### src/mplg_pkg.sv
package mplg_pkg;

  // Field and counter widths
  localparam int PT_W   = 12;  // phase elapsed ticks
  localparam int RT_W   = 9;   // ramp elapsed ticks
  localparam int LVL_W  = 8;   // brightness level
  localparam int IDX_W  = 3;   // level table index
  localparam int KIND_W = 3;
  localparam int CFG_IDX_W  = 2;
  localparam int CFG_DATA_W = 12;
  localparam int NUM_W  = LVL_W + RT_W;  // ramp numerator terms

  // Guard phases
  localparam logic [1:0] PH_IDLE  = 2'd0;
  localparam logic [1:0] PH_PREP  = 2'd1;
  localparam logic [1:0] PH_READY = 2'd2;
  localparam logic [1:0] PH_REL   = 2'd3;

  // Input word kinds
  localparam logic [KIND_W-1:0] KIND_TICK       = 3'd0;
  localparam logic [KIND_W-1:0] KIND_REQUEST    = 3'd1;
  localparam logic [KIND_W-1:0] KIND_RELEASE    = 3'd2;
  localparam logic [KIND_W-1:0] KIND_REL_NOW    = 3'd3;
  localparam logic [KIND_W-1:0] KIND_NEXT_LEVEL = 3'd4;

  // Configuration register indexes
  localparam logic [CFG_IDX_W-1:0] CFG_MODE    = 2'd0;
  localparam logic [CFG_IDX_W-1:0] CFG_PREP    = 2'd1;
  localparam logic [CFG_IDX_W-1:0] CFG_RELEASE = 2'd2;

  localparam logic [PT_W-1:0] PREP_DELAY_RST = 12'd50;
  localparam logic [PT_W-1:0] REL_DELAY_RST  = 12'd100;

  // Dim target levels
  localparam logic [LVL_W-1:0] LEVEL_TABLE [8] = '{
    8'd0, 8'd4, 8'd8, 8'd12, 8'd16, 8'd20, 8'd24, 8'd28
  };

  // Result fields except the dim brightness, which the ramp path supplies
  typedef struct packed {
    logic [1:0]       guard_phase;
    logic             motor_ready;
    logic             dim_active;
    logic             mute_write;
    logic             mute_value;
    logic             saved_valid;
    logic             muted_before;
    logic [LVL_W-1:0] test_level;
  } res_t;

  // Ramp update request: new dim = (prod_a + prod_b) / RAMP_TICKS
  typedef struct packed {
    logic             wr;
    logic [NUM_W-1:0] prod_a;
    logic [NUM_W-1:0] prod_b;
  } dim_req_t;

endpackage

### src/mplg_ctrl.sv
module mplg_ctrl #(
  parameter int RAMP_TICKS  = 300,
  parameter int LEVEL_COUNT = 5
) (
  input  logic                             clk,
  input  logic                             rst_n,
  input  logic                             en,
  input  logic                             in_valid,
  input  logic [mplg_pkg::KIND_W-1:0]      kind,
  input  logic                             muted_now,
  input  logic [mplg_pkg::LVL_W-1:0]       brightness_now,
  input  logic                             cfg_wr,
  input  logic [mplg_pkg::CFG_IDX_W-1:0]   cfg_idx,
  input  logic [mplg_pkg::CFG_DATA_W-1:0]  cfg_wdata,
  output logic                             s1_valid,
  output mplg_pkg::res_t                   s1_res,
  output mplg_pkg::dim_req_t               s1_dim
);
  import mplg_pkg::*;

  localparam logic [RT_W-1:0]  RAMP_K    = RT_W'(RAMP_TICKS);
  localparam logic [IDX_W:0]   LVL_CNT   = (IDX_W + 1)'(LEVEL_COUNT);
  localparam logic [IDX_W-1:0] IDX_RST   = (LEVEL_COUNT > 2) ? IDX_W'(2) : '0;

  logic                  guard_mode_r;
  logic [PT_W-1:0]       prepare_delay_r, release_delay_r;
  logic [1:0]            phase_r, phase_nxt;
  logic [PT_W-1:0]       phase_ticks_r, phase_ticks_nxt;
  logic [RT_W-1:0]       ramp_ticks_r, ramp_ticks_nxt;
  logic                  ramping_up_r, ramping_up_nxt;
  logic                  saved_flag_r, saved_flag_nxt;
  logic                  saved_mute_r, saved_mute_nxt;
  logic [LVL_W-1:0]      saved_level_r, saved_level_nxt;
  logic [IDX_W-1:0]      level_index_r, level_index_nxt;

  logic                  s1_valid_r;
  res_t                  s1_res_r, res_nxt;
  dim_req_t              s1_dim_r, dim_nxt;

  logic                  in_fire;
  logic                  strobe, strobe_val, do_restore;
  logic                  dim_wr;
  logic [LVL_W-1:0]      dim_from, dim_to, sel, req_lvl;
  logic [RT_W-1:0]       dim_k, k_clamp, pt_unused_rt;
  logic [PT_W-1:0]       pt_inc;
  logic [RT_W-1:0]       rt_inc;

  assign in_fire = en & in_valid;
  assign sel     = LEVEL_TABLE[level_index_r];
  assign pt_inc  = (phase_ticks_r == '1) ? phase_ticks_r : phase_ticks_r + 1'b1;
  assign rt_inc  = (ramp_ticks_r == '1) ? ramp_ticks_r : ramp_ticks_r + 1'b1;
  assign req_lvl = saved_flag_r ? saved_level_r : brightness_now;

  always_comb begin
    phase_nxt       = phase_r;
    phase_ticks_nxt = phase_ticks_r;
    ramp_ticks_nxt  = ramp_ticks_r;
    ramping_up_nxt  = ramping_up_r;
    saved_flag_nxt  = saved_flag_r;
    saved_mute_nxt  = saved_mute_r;
    saved_level_nxt = saved_level_r;
    level_index_nxt = level_index_r;
    strobe          = 1'b0;
    strobe_val      = 1'b0;
    do_restore      = 1'b0;
    dim_wr          = 1'b0;
    dim_from        = saved_level_r;
    dim_to          = sel;
    dim_k           = '0;
    pt_unused_rt    = '0;
    case (kind)
      KIND_TICK: begin
        phase_ticks_nxt = pt_inc;
        ramp_ticks_nxt  = rt_inc;
        if (phase_r == PH_PREP) begin
          if (guard_mode_r) begin
            dim_wr   = 1'b1;
            dim_from = saved_level_r;
            dim_to   = sel;
            dim_k    = rt_inc;
            if (pt_inc >= prepare_delay_r && rt_inc >= RAMP_K) phase_nxt = PH_READY;
          end else if (pt_inc >= prepare_delay_r) begin
            phase_nxt = PH_READY;
          end
        end else if (phase_r == PH_REL && pt_inc >= release_delay_r) begin
          if (guard_mode_r) begin
            // Start the upward ramp on the first tick that reaches the release delay
            pt_unused_rt = ramping_up_r ? rt_inc : '0;
            if (!ramping_up_r) begin
              ramping_up_nxt = 1'b1;
              ramp_ticks_nxt = '0;
            end
            dim_wr   = 1'b1;
            dim_from = sel;
            dim_to   = saved_level_r;
            dim_k    = pt_unused_rt;
            if (pt_unused_rt >= RAMP_K) do_restore = 1'b1;
          end else begin
            do_restore = 1'b1;
          end
        end
      end
      KIND_REQUEST: begin
        if (phase_r != PH_PREP && phase_r != PH_READY) begin
          if (!guard_mode_r) begin
            if (!saved_flag_r) begin
              saved_mute_nxt = muted_now;
              saved_flag_nxt = 1'b1;
            end
            if (!muted_now) begin
              strobe     = 1'b1;
              strobe_val = 1'b1;
            end
          end else begin
            saved_level_nxt = req_lvl;
            saved_flag_nxt  = 1'b1;
            dim_wr          = 1'b1;
            dim_from        = req_lvl;
            dim_k           = '0;
            ramp_ticks_nxt  = '0;
            ramping_up_nxt  = 1'b0;
          end
          phase_nxt       = PH_PREP;
          phase_ticks_nxt = '0;
        end
      end
      KIND_RELEASE: begin
        if (phase_r != PH_IDLE) begin
          phase_nxt       = PH_REL;
          phase_ticks_nxt = '0;
          ramping_up_nxt  = 1'b0;
        end
      end
      KIND_REL_NOW: begin
        if (phase_r != PH_IDLE) do_restore = 1'b1;
      end
      KIND_NEXT_LEVEL: begin
        level_index_nxt = ({1'b0, level_index_r} + 1'b1 >= LVL_CNT) ? '0
                                                                    : level_index_r + 1'b1;
      end
      default: begin
      end
    endcase
    if (do_restore) begin
      if (saved_flag_r) begin
        if (!guard_mode_r) begin
          strobe     = 1'b1;
          strobe_val = saved_mute_r;
        end
        saved_flag_nxt = 1'b0;
      end
      phase_nxt = PH_IDLE;
    end
  end

  // Ramp numerator terms; clamp k so that a finished ramp lands on its target
  assign k_clamp = (dim_k >= RAMP_K) ? RAMP_K : dim_k;

  always_comb begin
    res_nxt.guard_phase  = phase_nxt;
    res_nxt.motor_ready  = (phase_nxt == PH_READY);
    res_nxt.dim_active   = guard_mode_r & (phase_nxt != PH_IDLE);
    res_nxt.mute_write   = strobe;
    res_nxt.mute_value   = strobe_val;
    res_nxt.saved_valid  = saved_flag_nxt;
    res_nxt.muted_before = saved_flag_nxt & saved_mute_nxt;
    res_nxt.test_level   = LEVEL_TABLE[level_index_nxt];
    dim_nxt.wr           = in_fire & dim_wr;
    dim_nxt.prod_a       = NUM_W'(dim_from) * NUM_W'(RAMP_K - k_clamp);
    dim_nxt.prod_b       = NUM_W'(dim_to) * NUM_W'(k_clamp);
  end

  always_ff @(posedge clk) begin
    if (!rst_n) begin
      guard_mode_r    <= 1'b0;
      prepare_delay_r <= PREP_DELAY_RST;
      release_delay_r <= REL_DELAY_RST;
    end else if (cfg_wr) begin
      case (cfg_idx)
        CFG_MODE:    if (phase_r == PH_IDLE) guard_mode_r <= cfg_wdata[0];
        CFG_PREP:    prepare_delay_r <= cfg_wdata;
        CFG_RELEASE: release_delay_r <= cfg_wdata;
        default: begin
        end
      endcase
    end
  end

  always_ff @(posedge clk) begin
    if (!rst_n) begin
      phase_r       <= PH_IDLE;
      phase_ticks_r <= '0;
      ramp_ticks_r  <= '0;
      ramping_up_r  <= 1'b0;
      saved_flag_r  <= 1'b0;
      saved_mute_r  <= 1'b0;
      saved_level_r <= '0;
      level_index_r <= IDX_RST;
    end else if (in_fire) begin
      phase_r       <= phase_nxt;
      phase_ticks_r <= phase_ticks_nxt;
      ramp_ticks_r  <= ramp_ticks_nxt;
      ramping_up_r  <= ramping_up_nxt;
      saved_flag_r  <= saved_flag_nxt;
      saved_mute_r  <= saved_mute_nxt;
      saved_level_r <= saved_level_nxt;
      level_index_r <= level_index_nxt;
    end
  end

  always_ff @(posedge clk) begin
    if (!rst_n) begin
      s1_valid_r <= 1'b0;
      s1_dim_r   <= '0;
    end else if (en) begin
      s1_valid_r <= in_valid;
      s1_dim_r   <= dim_nxt;
    end
  end

  always_ff @(posedge clk) begin
    if (en) begin
      s1_res_r <= res_nxt;
    end
  end

  assign s1_valid = s1_valid_r;
  assign s1_res   = s1_res_r;
  assign s1_dim   = s1_dim_r;

endmodule

### src/mplg_ramp.sv
module mplg_ramp #(
  parameter int RAMP_TICKS = 300
) (
  input  logic                        clk,
  input  logic                        rst_n,
  input  logic                        en,
  input  mplg_pkg::dim_req_t          s1_dim,
  output logic [mplg_pkg::LVL_W-1:0]  dim_brightness
);
  import mplg_pkg::*;

  // Exact reciprocal for numerators below 2**NUM_W
  localparam int SH     = NUM_W + $clog2(RAMP_TICKS);
  localparam int MUL_W  = NUM_W + 2;
  localparam int PROD_W = NUM_W + MUL_W;
  localparam int MUL_C  = ((2 ** SH) + RAMP_TICKS - 1) / RAMP_TICKS;

  logic                 s2_wr_r;
  logic [PROD_W-1:0]    q_prod_r, q_prod_nxt;
  logic [NUM_W-1:0]     sum_w;
  logic [LVL_W-1:0]     cur_dim_r;

  assign sum_w      = s1_dim.prod_a + s1_dim.prod_b;
  assign q_prod_nxt = PROD_W'(sum_w) * PROD_W'(MUL_W'(MUL_C));

  always_ff @(posedge clk) begin
    if (!rst_n) begin
      s2_wr_r <= 1'b0;
    end else if (en) begin
      s2_wr_r <= s1_dim.wr;
    end
  end

  always_ff @(posedge clk) begin
    if (en) q_prod_r <= q_prod_nxt;
  end

  // Hold the last written brightness; items that do not touch it repeat it
  always_ff @(posedge clk) begin
    if (!rst_n) begin
      cur_dim_r <= '0;
    end else if (en && s2_wr_r) begin
      cur_dim_r <= q_prod_r[SH +: LVL_W];
    end
  end

  assign dim_brightness = cur_dim_r;

endmodule

### src/motor_power_led_guard.sv
// An accepted word is registered in stages 1, 2 and 3 in turn; stage 3 drives the out_ side.
// Throughput: one word per cycle; the ramp divide is a two-stage reciprocal multiply.
// All three stages advance together and stall only while out_tvalid waits on out_tready.
// Reset: synchronous, active low on rst_n; phase idle, counters and saved state cleared,
// level index at its default, delays back to 50 and 100 ticks, full-mute mode.
module motor_power_led_guard #(
  parameter int RAMP_TICKS  = 300,
  parameter int LEVEL_COUNT = 5
) (
  input  logic        clk,
  input  logic        rst_n,
  // Input channel
  input  logic        in_tvalid,
  output logic        in_tready,
  input  logic [15:0] in_tdata,   // [0] muted_now, [8:1] brightness_now, [15:9] zero
  input  logic [2:0]  in_tuser,   // [2:0] kind
  // Result channel
  output logic        out_tvalid,
  input  logic        out_tready,
  output logic [23:0] out_tdata,  // [1:0] guard_phase, [2] motor_ready, [3] dim_active,
                                  // [11:4] dim_brightness, [12] mute_write,
                                  // [13] mute_value, [14] saved_valid,
                                  // [15] muted_before, [23:16] test_level
  // Configuration channel
  input  logic        cfg_valid,
  output logic        cfg_ready,
  input  logic [1:0]  cfg_index,
  input  logic [11:0] cfg_data
);
  import mplg_pkg::*;

  logic              en;
  logic              s1_valid;
  res_t              s1_res;
  dim_req_t          s1_dim;
  logic              s2_valid_r;
  res_t              s2_res_r;
  logic              out_valid_r;
  res_t              out_res_r;
  logic [LVL_W-1:0]  dim_brightness;

  // Advance the whole pipe whenever the output slot is free or being drained
  assign en        = !out_valid_r || out_tready;
  assign in_tready = en;

  // Registers are always writable; a mode write lands only while the guard is idle
  assign cfg_ready = 1'b1;

  // Stage 1: phase sequencing and ramp numerator terms
  mplg_ctrl #(
    .RAMP_TICKS  (RAMP_TICKS),
    .LEVEL_COUNT (LEVEL_COUNT)
  ) u_ctrl (
    .clk            (clk),
    .rst_n          (rst_n),
    .en             (en),
    .in_valid       (in_tvalid),
    .kind           (in_tuser),
    .muted_now      (in_tdata[0]),
    .brightness_now (in_tdata[8:1]),
    .cfg_wr         (cfg_valid & cfg_ready),
    .cfg_idx        (cfg_index),
    .cfg_wdata      (cfg_data),
    .s1_valid       (s1_valid),
    .s1_res         (s1_res),
    .s1_dim         (s1_dim)
  );

  // Stages 2 and 3: divide by the ramp length, hold the override brightness
  mplg_ramp #(
    .RAMP_TICKS (RAMP_TICKS)
  ) u_ramp (
    .clk            (clk),
    .rst_n          (rst_n),
    .en             (en),
    .s1_dim         (s1_dim),
    .dim_brightness (dim_brightness)
  );

  // Carry the remaining result fields alongside the divide
  always_ff @(posedge clk) begin
    if (!rst_n) begin
      s2_valid_r  <= 1'b0;
      out_valid_r <= 1'b0;
    end else if (en) begin
      s2_valid_r  <= s1_valid;
      out_valid_r <= s2_valid_r;
    end
  end

  always_ff @(posedge clk) begin
    if (en) begin
      s2_res_r  <= s1_res;
      out_res_r <= s2_res_r;
    end
  end

  assign out_tvalid = out_valid_r;
  assign out_tdata  = {out_res_r.test_level,
                       out_res_r.muted_before,
                       out_res_r.saved_valid,
                       out_res_r.mute_value,
                       out_res_r.mute_write,
                       dim_brightness,
                       out_res_r.dim_active,
                       out_res_r.motor_ready,
                       out_res_r.guard_phase};

endmodule
### config.mk
export PLATFORM = sky130hd
export DESIGN_NAME = motor_power_led_guard
export DESIGN_NICKNAME = d
export VERILOG_FILES = /design/src/mplg_pkg.sv /design/src/mplg_ctrl.sv /design/src/mplg_ramp.sv /design/src/motor_power_led_guard.sv
export SDC_FILE = /design/constraint.sdc
export NUM_CORES = 1
export LEC_CHECK = 0
export ABC_AREA = 1
export BUFFER_PORTS_ARGS = -buffer_cell sky130_fd_sc_hd__buf_2
export CORE_ASPECT_RATIO = 0.9
export CORE_MARGIN = 1
export CORE_UTILIZATION = 40
export DETAILED_ROUTE_END_ITERATION = 6
export GPL_TIMING_DRIVEN = 0
export PLACE_DENSITY = 0.55
export RECOVER_POWER = 25
export SKIP_CTS_REPAIR_TIMING = 1
export SLEW_MARGIN = 20
export SYNTH_ARGS = -nofsm -noshare
export SYNTH_HDL_FRONTEND = slang
export SYNTH_SLANG_ARGS = --single-unit
### constraint.sdc
create_clock -name clk -period 21.3 [get_ports clk]
set_input_delay 4.26 -clock clk [delete_from_list [all_inputs] [get_ports clk]]
set_output_delay 4.26 -clock clk [all_outputs]
set_load 0.005 [all_outputs]
==> results.sh, run 1 <==
export IMPL_outcome="finished, final reports clean"
export IMPL_max_cap_violations=0
export IMPL_syn_area_sq_um=17800
export IMPL_die_h_um=202
export IMPL_ant_nets=0
export IMPL_post_route_period_util=0.524
export IMPL_rsz0062_at_grt="no"
export IMPL_cts_tree="yes"
export IMPL_syn_area_per_cell_sq_um=8.29
export IMPL_die_w_um=224
export IMPL_core_area_sq_um=43400
export IMPL_rr_worst_depth=47
export IMPL_grt_max_degree=52
export IMPL_hold_viol_final=0
export IMPL_rows=72
export IMPL_skew_ns=0.0181
export IMPL_synth_largest_area_cell="fa_1"
export IMPL_viasPerCell=4.89
export IMPL_synth_top_family_by_area="adder cells"
export IMPL_tns_ns=0
export IMPL_clock_latency_ns=0.43
export IMPL_synth_top_area_frac=0.236
export IMPL_cp_required_ns=21.67
export IMPL_n_antenna_cell=0
export IMPL_synthFlopType="dfxtp_1"
export IMPL_yosys_top_cells_count="inv_1 (463), nand2_1 (281), ha_1 (243)"
export IMPL_final_cells=2843
export IMPL_slowest_delay_ns=0.55
export IMPL_switching_share=0.518
export IMPL_htree_levels=4
export IMPL_cts_max_path_buffers=2
export IMPL_syn2layout_area_growth_pct=9.46
export IMPL_synthAdderAreaFrac=0.407
export IMPL_worstReg2RegEnd="u_ctrl.s1_dim[32]$_SDFFE_PN0N_"
export IMPL_slew_viol_final=0
export IMPL_power_internal_mw=1.37
export IMPL_ys_async_sr_fraction=0
export IMPL_synth_compound_area_frac=0.113
export IMPL_yosys_top_cells_area="fa_1 (24%), ha_1 (17%), dfxtp_1 (12%)"
export IMPL_synth_xor_area_share=0.0335
export IMPL_synthSimpleGateAreaFrac=0.143
export IMPL_dieArea_sq_um=45300
export IMPL_cts_root_buffer="clkbuf_16"
export IMPL_min_period_ns=11.16
export IMPL_maxSlewHeadroom=0.281
export IMPL_r2r_setup_slack_ns=12.46
export IMPL_cpMaxStageDelayCell="fa_1"
export IMPL_cts_sinks=150
export IMPL_seq_power_share=0.131
export IMPL_path_class="primary input to flip-flop"
export IMPL_nFillCells=4397
export IMPL_drtIter0Drc=648
export IMPL_grt_pass1_vias=14000
export IMPL_port_buffers=51
export IMPL_place_gp_congestion=0.902
export IMPL_setup_violations=0
export IMPL_synth_most_common_cell="inv_1"
export IMPL_worstHoldStart="s2_res_r[3]$_DFFE_PN_"
export IMPL_drt_wl_total_um=43200
export IMPL_grt_pass1_wl_um=71300
export IMPL_place_inst=2811
export IMPL_muxShareOfSynthArea=0.00113
export IMPL_hold_path_depth=0
export IMPL_clk_pin_slew_ns=0.07
export IMPL_r2r_start="u_ctrl.phase_ticks_r[0]$_SDFFE_PN0P_"
export IMPL_crit_path_frequent_cell="inv_1"
export IMPL_gr_total_overflow=0
export IMPL_yosysSeqAreaShare=0.192
export IMPL_ir_worst_vdd_mv=0.164
export IMPL_cp_end_kind="flip-flop"
export IMPL_power_density_nw_per_um2=146
export IMPL_drive_gt1_frac=0.0604
export IMPL_initial_core_util=0.409
export IMPL_io_pins=65
export IMPL_p_leak_nw=10.2
export IMPL_cp_start_kind="primary input"
export IMPL_p_switching_mw=1.47
export IMPL_numCtsBuffers=17
export IMPL_antenna_found_initial=1
export IMPL_fmaxAchievable_mhz=89.6
export IMPL_ys_ff_latch=150
export IMPL_dp_hpwl_um=37100
export IMPL_combPwrFrac=0.763
export IMPL_wire_per_inst_um=15.2
export IMPL_synth_edf_count=41
export IMPL_arrival_ns=11.52
export IMPL_pwr_share_clk=0.106
export IMPL_min_path_type="flip-flop to flip-flop"
export IMPL_vias=13900
export IMPL_min_to="out_tdata[19]$_DFFE_PN_"
export IMPL_worstMarginPinSlew_ns=1.07
export IMPL_dr_pass1_iters=5
export IMPL_worstPathMaxFanout=10
export IMPL_yosysUniqueCellTypes=52
export IMPL_seq_area_sq_um=3410
export IMPL_ys_warn_count=0
export IMPL_hold_ws_ns=0.417
export IMPL_syn_instance_count=2144
export IMPL_drc_errors=0
export IMPL_multi_input_area_sq_um=12500
export IMPL_fin_nets=2729
export IMPL_grt_usage=0.199
==> per-stage QoR <==
| step | area, sq um | power (mW) | worst slack [ns] | util |
|---|---|---|---|---|
| final | 19500 | 2.84 | 10.14 | 0.448 |
| after global routing | 19500 | 3.18 | 9.62 | 0.448 |
| after CTS | 19500 | 2.88 | 10.23 | 0.448 |
| after detailed placement | 18900 | 2.54 | 9.79 | 0.435 |
| after global placement | 18900 | 2.53 | 9.81 | 0.434 |
| after floorplan | 17900 | 2.01 | 11.21 | - |
==> area by class of cell <==
class	instances	area share
Sequential cell	150	0.175
Tap cell	592	0.0381
Clock inverter	15	0.00887
Buffer	33	0.00784
Inverter	478	0.0923
Multi-Input combinational cell	1507	0.643
Clock buffer	17	0.0219
Timing Repair Buffer	51	0.0128
==> how the worst max path moves through the flow <==
stage                 from                              to  slack [ns]  depth (start not counted)
6_report       in_tuser[2]  u_ctrl.s1_dim[32]$_SDFFE_PN0N_       10.14                         34
5_1_grt        in_tuser[2]  u_ctrl.s1_dim[32]$_SDFFE_PN0N_        9.62                         35
4_1_cts        in_tuser[1]  u_ctrl.s1_dim[32]$_SDFFE_PN0N_       10.23                         35
3_5_place_dp   in_tuser[1]  u_ctrl.s1_dim[32]$_SDFFE_PN0N_        9.79                         35
3_3_place_gp   in_tuser[1]  u_ctrl.s1_dim[32]$_SDFFE_PN0N_        9.81                         35
2_1_floorplan   out_tready                       in_tready       11.21                          3
==> critical path: cells and delay by family <==
family	cells	cell delay (ns)
buf+inv	10	1.19
fa+ha+maj	6	2.77
simple gates	10	1.89
compound gates	8	1.37
==> power groups by stage <==
stage / combinational, mW / sequential (mW) / clock, mW
after detailed placement: 2.16 / 0.378 / 0
final: 2.16 / 0.371 / 0.301
after CTS: 2.19 / 0.371 / 0.310
after floorplan: 1.63 / 0.375 / 0
after global placement: 2.16 / 0.377 / 0
after global routing: 2.48 / 0.374 / 0.321
==> logic make-up after synthesis <==
| family | after synthesis |
|---|---|
| AO/OA/AOI/OAI | 351 |
| XOR/XNOR | 68 |
| adder cells (fa/ha/maj) | 453 |
| buffers and inverters | 511 |
| flip-flops | 150 |
| multiplexers | 2 |
| other | 2 |
| AND/OR/NAND/NOR | 607 |
==> routing by layer <==
layer  vias to the layer above  GRT usage  share of wire  routed length (um)
li1                       6936          -              -                   -
met1                      6674      0.291           0.51               21900
met2                       245      0.313           0.44               19000
met3                        39     0.0278          0.039                1670
met4                         2     0.0372          0.014                 608
met5                         -          0        0.00030                  13
==> state kept, by name (all words and copies together), names as in the netlist, 9 cells and up <==
| register | count |
|---|---|
| u_ctrl.phase_ticks_r | 12 |
| u_ctrl.prepare_delay_r | 12 |
| u_ctrl.release_delay_r | 12 |
| s2_res_r | 11 |
| u_ctrl.s1_res | 11 |
| u_ctrl.ramp_ticks_r | 9 |
| u_ctrl.s1_dim | 35 |
| out_tdata | 11 |
==> layout by cell type, fill, tap and decap left out, types with 8 or more instances in the layout <==
cell       netlist  final
a211oi_1        12     12
a21oi_1        149    149
buf_2            2     48
clkbuf_1        25     29
clkbuf_16        0     17
conb_1           2     26
dfxtp_1        109    109
edfxtp_1        41     41
fa_1           210    210
ha_1           243    243
inv_1          463    463
inv_2            8      8
nand2_1        281    281
nand2_2         13     13
nand3_1         45     45
nand4_1         12     12
nor2_1         209    209
nor3_1          20     20
o211ai_1        13     13
o21ai_0        108    107
o21bai_1        26     26
xnor2_1         18     18
xor2_1          50     50
Note: power is estimated with default switching activity, not from simulation.
==> run 2: changes to the inputs <==
--- a/config.mk
+++ b/config.mk
@@ -12,7 +12,7 @@
 export CORE_UTILIZATION = 40
 export DETAILED_ROUTE_END_ITERATION = 6
 export GPL_TIMING_DRIVEN = 0
-export PLACE_DENSITY = 0.55
+export PLACE_DENSITY = 0.57
 export RECOVER_POWER = 25
 export SKIP_CTS_REPAIR_TIMING = 1
 export SLEW_MARGIN = 20
==> constraint.sdc (replaced) <==
create_clock -name clk -period 10.1 [get_ports clk]
set_input_delay 2.02 -clock clk [delete_from_list [all_inputs] [get_ports clk]]
set_output_delay 2.02 -clock clk [all_outputs]
set_load 0.005 [all_outputs]
==> results.sh, run 2 (synthesized netlist as in run 1, its figures left out) <==
export IMPL_outcome="finished, final reports clean"
export IMPL_worstPathMaxFanout=10
export IMPL_cp_end_kind="flip-flop"
export IMPL_dp_hpwl_um=36600
export IMPL_cp_required_ns=10.48
export IMPL_setup_violations=0
export IMPL_layout_common_cells="inv_1 (463), nand2_1 (281), ha_1 (243), fa_1 (210), nor2_1 (209)"
export IMPL_crit_path_frequent_cell="inv_1"
export IMPL_io_pins=65
export IMPL_worstMarginPinSlew_ns=1.08
export IMPL_fmaxAchievable_mhz=110
export IMPL_drt_wl_total_um=42900
export IMPL_die_w_um=224
export IMPL_max_cap_violations=0
export IMPL_cts_tree="yes"
export IMPL_place_area_sq_um=18900
export IMPL_viasPerCell=4.94
export IMPL_arrival_ns=9.45
export IMPL_cts_root_buffer="clkbuf_16"
export IMPL_grt_max_degree=52
export IMPL_numCtsBuffers=17
export IMPL_drc_errors=0
export IMPL_place_gp_congestion=0.921
export IMPL_drtIter0Drc=811
export IMPL_slowest_delay_ns=0.55
export IMPL_clock_latency_ns=0.44
export IMPL_ir_worst_vdd_mv=0.369
export IMPL_min_period_ns=9.08
export IMPL_dr_pass1_iters=5
export IMPL_vias=14100
export IMPL_tns_ns=0
export IMPL_core_area_sq_um=43400
export IMPL_min_path_type="flip-flop to flip-flop"
export IMPL_cts_sinks=150
export IMPL_port_buffers=51
export IMPL_initial_core_util=0.409
export IMPL_layout_commonest_cell="inv_1"
export IMPL_final_cells=2844
export IMPL_clk_pin_slew_ns=0.06
export IMPL_ant_nets=0
export IMPL_grt_pass1_vias=14100
export IMPL_largest_reg_flops=35
export IMPL_rows=72
export IMPL_htree_levels=4
export IMPL_place_inst=2811
export IMPL_finalPower_mw=5.97
export IMPL_path_class="primary input to flip-flop"
export IMPL_fin_area_sq_um=19400
export IMPL_cpMaxStageDelayCell="fa_1"
export IMPL_skew_ns=0.0143
export IMPL_maxSlewHeadroom=0.275
export IMPL_cp_start_kind="primary input"
export IMPL_gr_total_overflow=0
export IMPL_hold_viol_final=0
export IMPL_grt_usage=0.198
export IMPL_dieArea_sq_um=45300
export IMPL_power_density_nw_per_um2=307
export IMPL_drive_gt1_frac=0.0586
export IMPL_wire_per_inst_um=15.1
export IMPL_p_leak_nw=10.2
export IMPL_syn2layout_area_growth_pct=9.35
export IMPL_antenna_found_initial=1
export IMPL_fin_nets=2729
export IMPL_hold_ws_ns=0.418
export IMPL_rsz0062_at_grt="no"
export IMPL_post_route_period_util=0.899
export IMPL_cts_max_path_buffers=2
export IMPL_slew_viol_final=0
export IMPL_die_h_um=202
export IMPL_grt_pass1_wl_um=71400
==> run 2: cell count changes in the layout (fill, tap and decap cells not counted) <==
cell	before	now
clkinv_4	4	0
clkinv_8	4	3
clkinv_2	0	1
buf_2	48	44
clkbuf_1	29	33
diode_2	0	1
o21ai_0	107	108
inv_8	5	4
o21ai_1	5	4
clkinvlp_4	1	3
inv_6	1	4
==> run 2: critical path: cells and delay by family <==
family	cells	cell delay, ns
compound gates	8	1.49
simple gates	10	1.94
buf+inv	10	1.16
fa+ha+maj	6	2.80
==> run 2: per-layer routing <==
layer	wire length [um]	vias to the layer above	GRT usage
met5	0	-	0
met4	509	0	0.0369
met3	2330	36	0.0366
met2	19600	314	0.320
met1	20500	6756	0.279
li1	-	6949	-
==> run 2: area by class of cell <==
cell class / count / area [sq um]
Sequential cell: 150 / 3410
Timing Repair Buffer: 51 / 244
Antenna cell: 1 / 2.50
Inverter: 478 / 1800
Clock inverter: 15 / 156
Multi-Input combinational cell: 1507 / 12500
Buffer: 33 / 153
Clock buffer: 17 / 425
Fill cell: 4411 / 24000
Tap cell: 592 / 741
==> run 2: report_power, final <==
| part | internal [mW] | total [mW] | switching [mW] |
|---|---|---|---|
| registers | 0.761 | 0.786 | 0.0246 |
| clock network | 0.329 | 0.624 | 0.294 |
| logic | 1.77 | 4.56 | 2.79 |
| total | 2.86 | 5.97 | 3.11 |
==> run 2: stage by stage <==
step	setup slack [ns]	utilization
final	1.02	0.448
after global routing	0.446	0.448
after CTS	1.19	0.448
after detailed placement	0.751	0.435
after global placement	0.813	0.434
after floorplan	2.34	-
==> run 2: final timing paths <==
check	from	to	slack, ns	cells after the start
worst max-delay path	in_tuser[1]	u_ctrl.s1_dim[32]$_SDFFE_PN0N_	1.02	34
worst min-delay path	s2_res_r[3]$_DFFE_PN_	out_tdata[19]$_DFFE_PN_	0.42	0
worst max register to register	u_ctrl.phase_ticks_r[0]$_SDFFE_PN0P_	u_ctrl.s1_dim[32]$_SDFFE_PN0N_	1.10	47
worst min register to register	s2_res_r[3]$_DFFE_PN_	out_tdata[19]$_DFFE_PN_	0.42	0
==> run 3: changes to the inputs <==
--- a/config.mk
+++ b/config.mk
@@ -7,8 +7,7 @@
 export LEC_CHECK = 0
 export ABC_AREA = 1
 export BUFFER_PORTS_ARGS = -buffer_cell sky130_fd_sc_hd__buf_2
-export CORE_ASPECT_RATIO = 0.9
-export CORE_MARGIN = 1
+export CORE_ASPECT_RATIO = 2
 export CORE_UTILIZATION = 40
 export DETAILED_ROUTE_END_ITERATION = 6
 export GPL_TIMING_DRIVEN = 0
==> results.sh, run 3 (synthesized netlist as in run 1, its figures left out) <==
export IMPL_outcome="finished, final reports clean"
export IMPL_drive_gt1_frac=0.0546
export IMPL_n_antenna_cell=0
export IMPL_layout_common_cells="inv_1 (463), nand2_1 (281), ha_1 (243), fa_1 (210), nor2_1 (209)"
export IMPL_tns_ns=0
export IMPL_clk_pin_slew_ns=0.07
export IMPL_viasPerCell=5.07
export IMPL_place_inst=2769
export IMPL_fin_nets=2729
export IMPL_grt_max_degree=52
export IMPL_rsz0062_at_grt="no"
export IMPL_max_cap_violations=0
export IMPL_min_path_type="flip-flop to flip-flop"
export IMPL_cts_max_path_buffers=2
export IMPL_dp_hpwl_um=43400
export IMPL_worstMarginPinSlew_ns=1.16
export IMPL_antenna_found_initial=0
export IMPL_gr_total_overflow=0
export IMPL_vias=14200
export IMPL_crit_path_frequent_cell="inv_1"
export IMPL_r2r_start="u_ctrl.phase_ticks_r[0]$_SDFFE_PN0P_"
export IMPL_port_buffers=51
export IMPL_slowest_delay_ns=0.55
export IMPL_setup_violations=0
export IMPL_worstReg2RegEnd="u_ctrl.s1_dim[32]$_SDFFE_PN0N_"
export IMPL_final_cells=2801
export IMPL_slew_viol_final=0
export IMPL_cp_required_ns=10.42
export IMPL_place_gp_congestion=0.956
export IMPL_die_h_um=300
export IMPL_cp_end_kind="flip-flop"
export IMPL_hold_viol_final=0
export IMPL_ir_worst_vdd_mv=0.330
export IMPL_drc_errors=0
export IMPL_rows=108
export IMPL_worstHoldStart="s2_res_r[3]$_DFFE_PN_"
export IMPL_core_area_sq_um=43600
export IMPL_path_class="primary input to flip-flop"
export IMPL_dieArea_sq_um=45300
export IMPL_htree_levels=4
export IMPL_hold_path_depth=0
export IMPL_fmaxAchievable_mhz=111
export IMPL_cpMaxStageDelayCell="fa_1"
export IMPL_skew_ns=0.0190
export IMPL_ant_nets=0
export IMPL_r2r_setup_slack_ns=1.09
export IMPL_largest_reg_flops=35
export IMPL_grt_pass1_wl_um=77700
export IMPL_cp_start_kind="primary input"
export IMPL_startpoint="in_tuser[1]"
export IMPL_cts_sinks=150
export IMPL_cts_tree="yes"
export IMPL_clock_latency_ns=0.45
export IMPL_wire_per_inst_um=17.8
export IMPL_numCtsBuffers=17
export IMPL_finish_utilization=0.444
export IMPL_layout_commonest_cell="inv_1"
export IMPL_finalPower_mw=5.98
export IMPL_p_leak_nw=10.2
export IMPL_grt_usage=0.230
export IMPL_cts_root_buffer="clkbuf_16"
export IMPL_grt_pass1_vias=15200
export IMPL_post_route_period_util=0.894
export IMPL_dr_pass1_iters=5
export IMPL_rr_worst_depth=47
export IMPL_io_pins=65
export IMPL_syn2layout_area_growth_pct=9.03
export IMPL_die_w_um=151
export IMPL_drt_wl_total_um=49900
export IMPL_arrival_ns=9.35
export IMPL_min_to="out_tdata[19]$_DFFE_PN_"
export IMPL_initial_core_util=0.407
export IMPL_worstPathMaxFanout=10
export IMPL_power_density_nw_per_um2=309
export IMPL_min_period_ns=9.03
export IMPL_drtIter0Drc=585
export IMPL_maxSlewHeadroom=0.221
==> run 3: changes by cell type in the layout (fill, tap and decap cells not counted), moves of 2 or more <==
cell and change:
clkbuf_1 +8, o21ai_1 +2, o21ai_0 -2, buf_2 -8, clkinv_4 +4, clkinv_8 -2, clkinvlp_4 -2
==> run 3: worst max-delay path: cells and delay by family <==
kind                     cells  cell delay (ns)
buffers and inverters       10             1.18
adder cells (fa/ha/maj)      6             2.74
AO/OA/AOI/OAI                9             1.46
AND/OR/NAND/NOR             10             1.96
==> run 3: report_power, final <==
part / leakage (nW) / internal [mW] / switching, mW
logic: 8.55 / 1.75 / 2.80
clock network: 0.286 / 0.350 / 0.299
registers: 1.35 / 0.761 / 0.0259
==> run 3: layer usage <==
layer,vias up,part of all wire,global-route usage
met2,321,0.59,0.478
met1,6803,0.31,0.184
met5,-,0,0
met3,158,0.020,0.0217
li1,6920,-,-
met4,0,0.080,0.177
==> run 3: worst max path at each step <==
stage                                     end  slack (ns)  cells past startpoint
6_report       u_ctrl.s1_dim[32]$_SDFFE_PN0N_        1.07                     35
5_1_grt        u_ctrl.s1_dim[32]$_SDFFE_PN0N_        0.44                     46
4_1_cts        u_ctrl.s1_dim[32]$_SDFFE_PN0N_        1.02                     35
3_5_place_dp   u_ctrl.s1_dim[32]$_SDFFE_PN0N_        0.58                     35
3_3_place_gp   u_ctrl.s1_dim[32]$_SDFFE_PN0N_        0.63                     34
2_1_floorplan  u_ctrl.s1_dim[29]$_SDFFE_PN0N_        2.34                     30
==> run 3: through the flow <==
| step | hold slack (ns) | cell area [sq um] | setup WS (ns) |
|---|---|---|---|
| floorplan | 0.400 | 17900 | 2.34 |
| global placement | 0.403 | 18800 | 0.626 |
| detailed placement | 0.405 | 18800 | 0.582 |
| CTS | 0.417 | 19400 | 1.02 |
| global route | 0.427 | 19400 | 0.437 |
| finish | 0.417 | 19400 | 1.07 |
==> run 3: layout make-up <==
class / instances / area (sq um)
sequential: 150 / 3410
clock inverter: 15 / 164
clock buffer: 17 / 425
tap: 550 / 688
fill: 4369 / 24300
multi-input combinational: 1507 / 12500
timing repair buffer: 51 / 234
inverter: 478 / 1800
buffer: 33 / 153
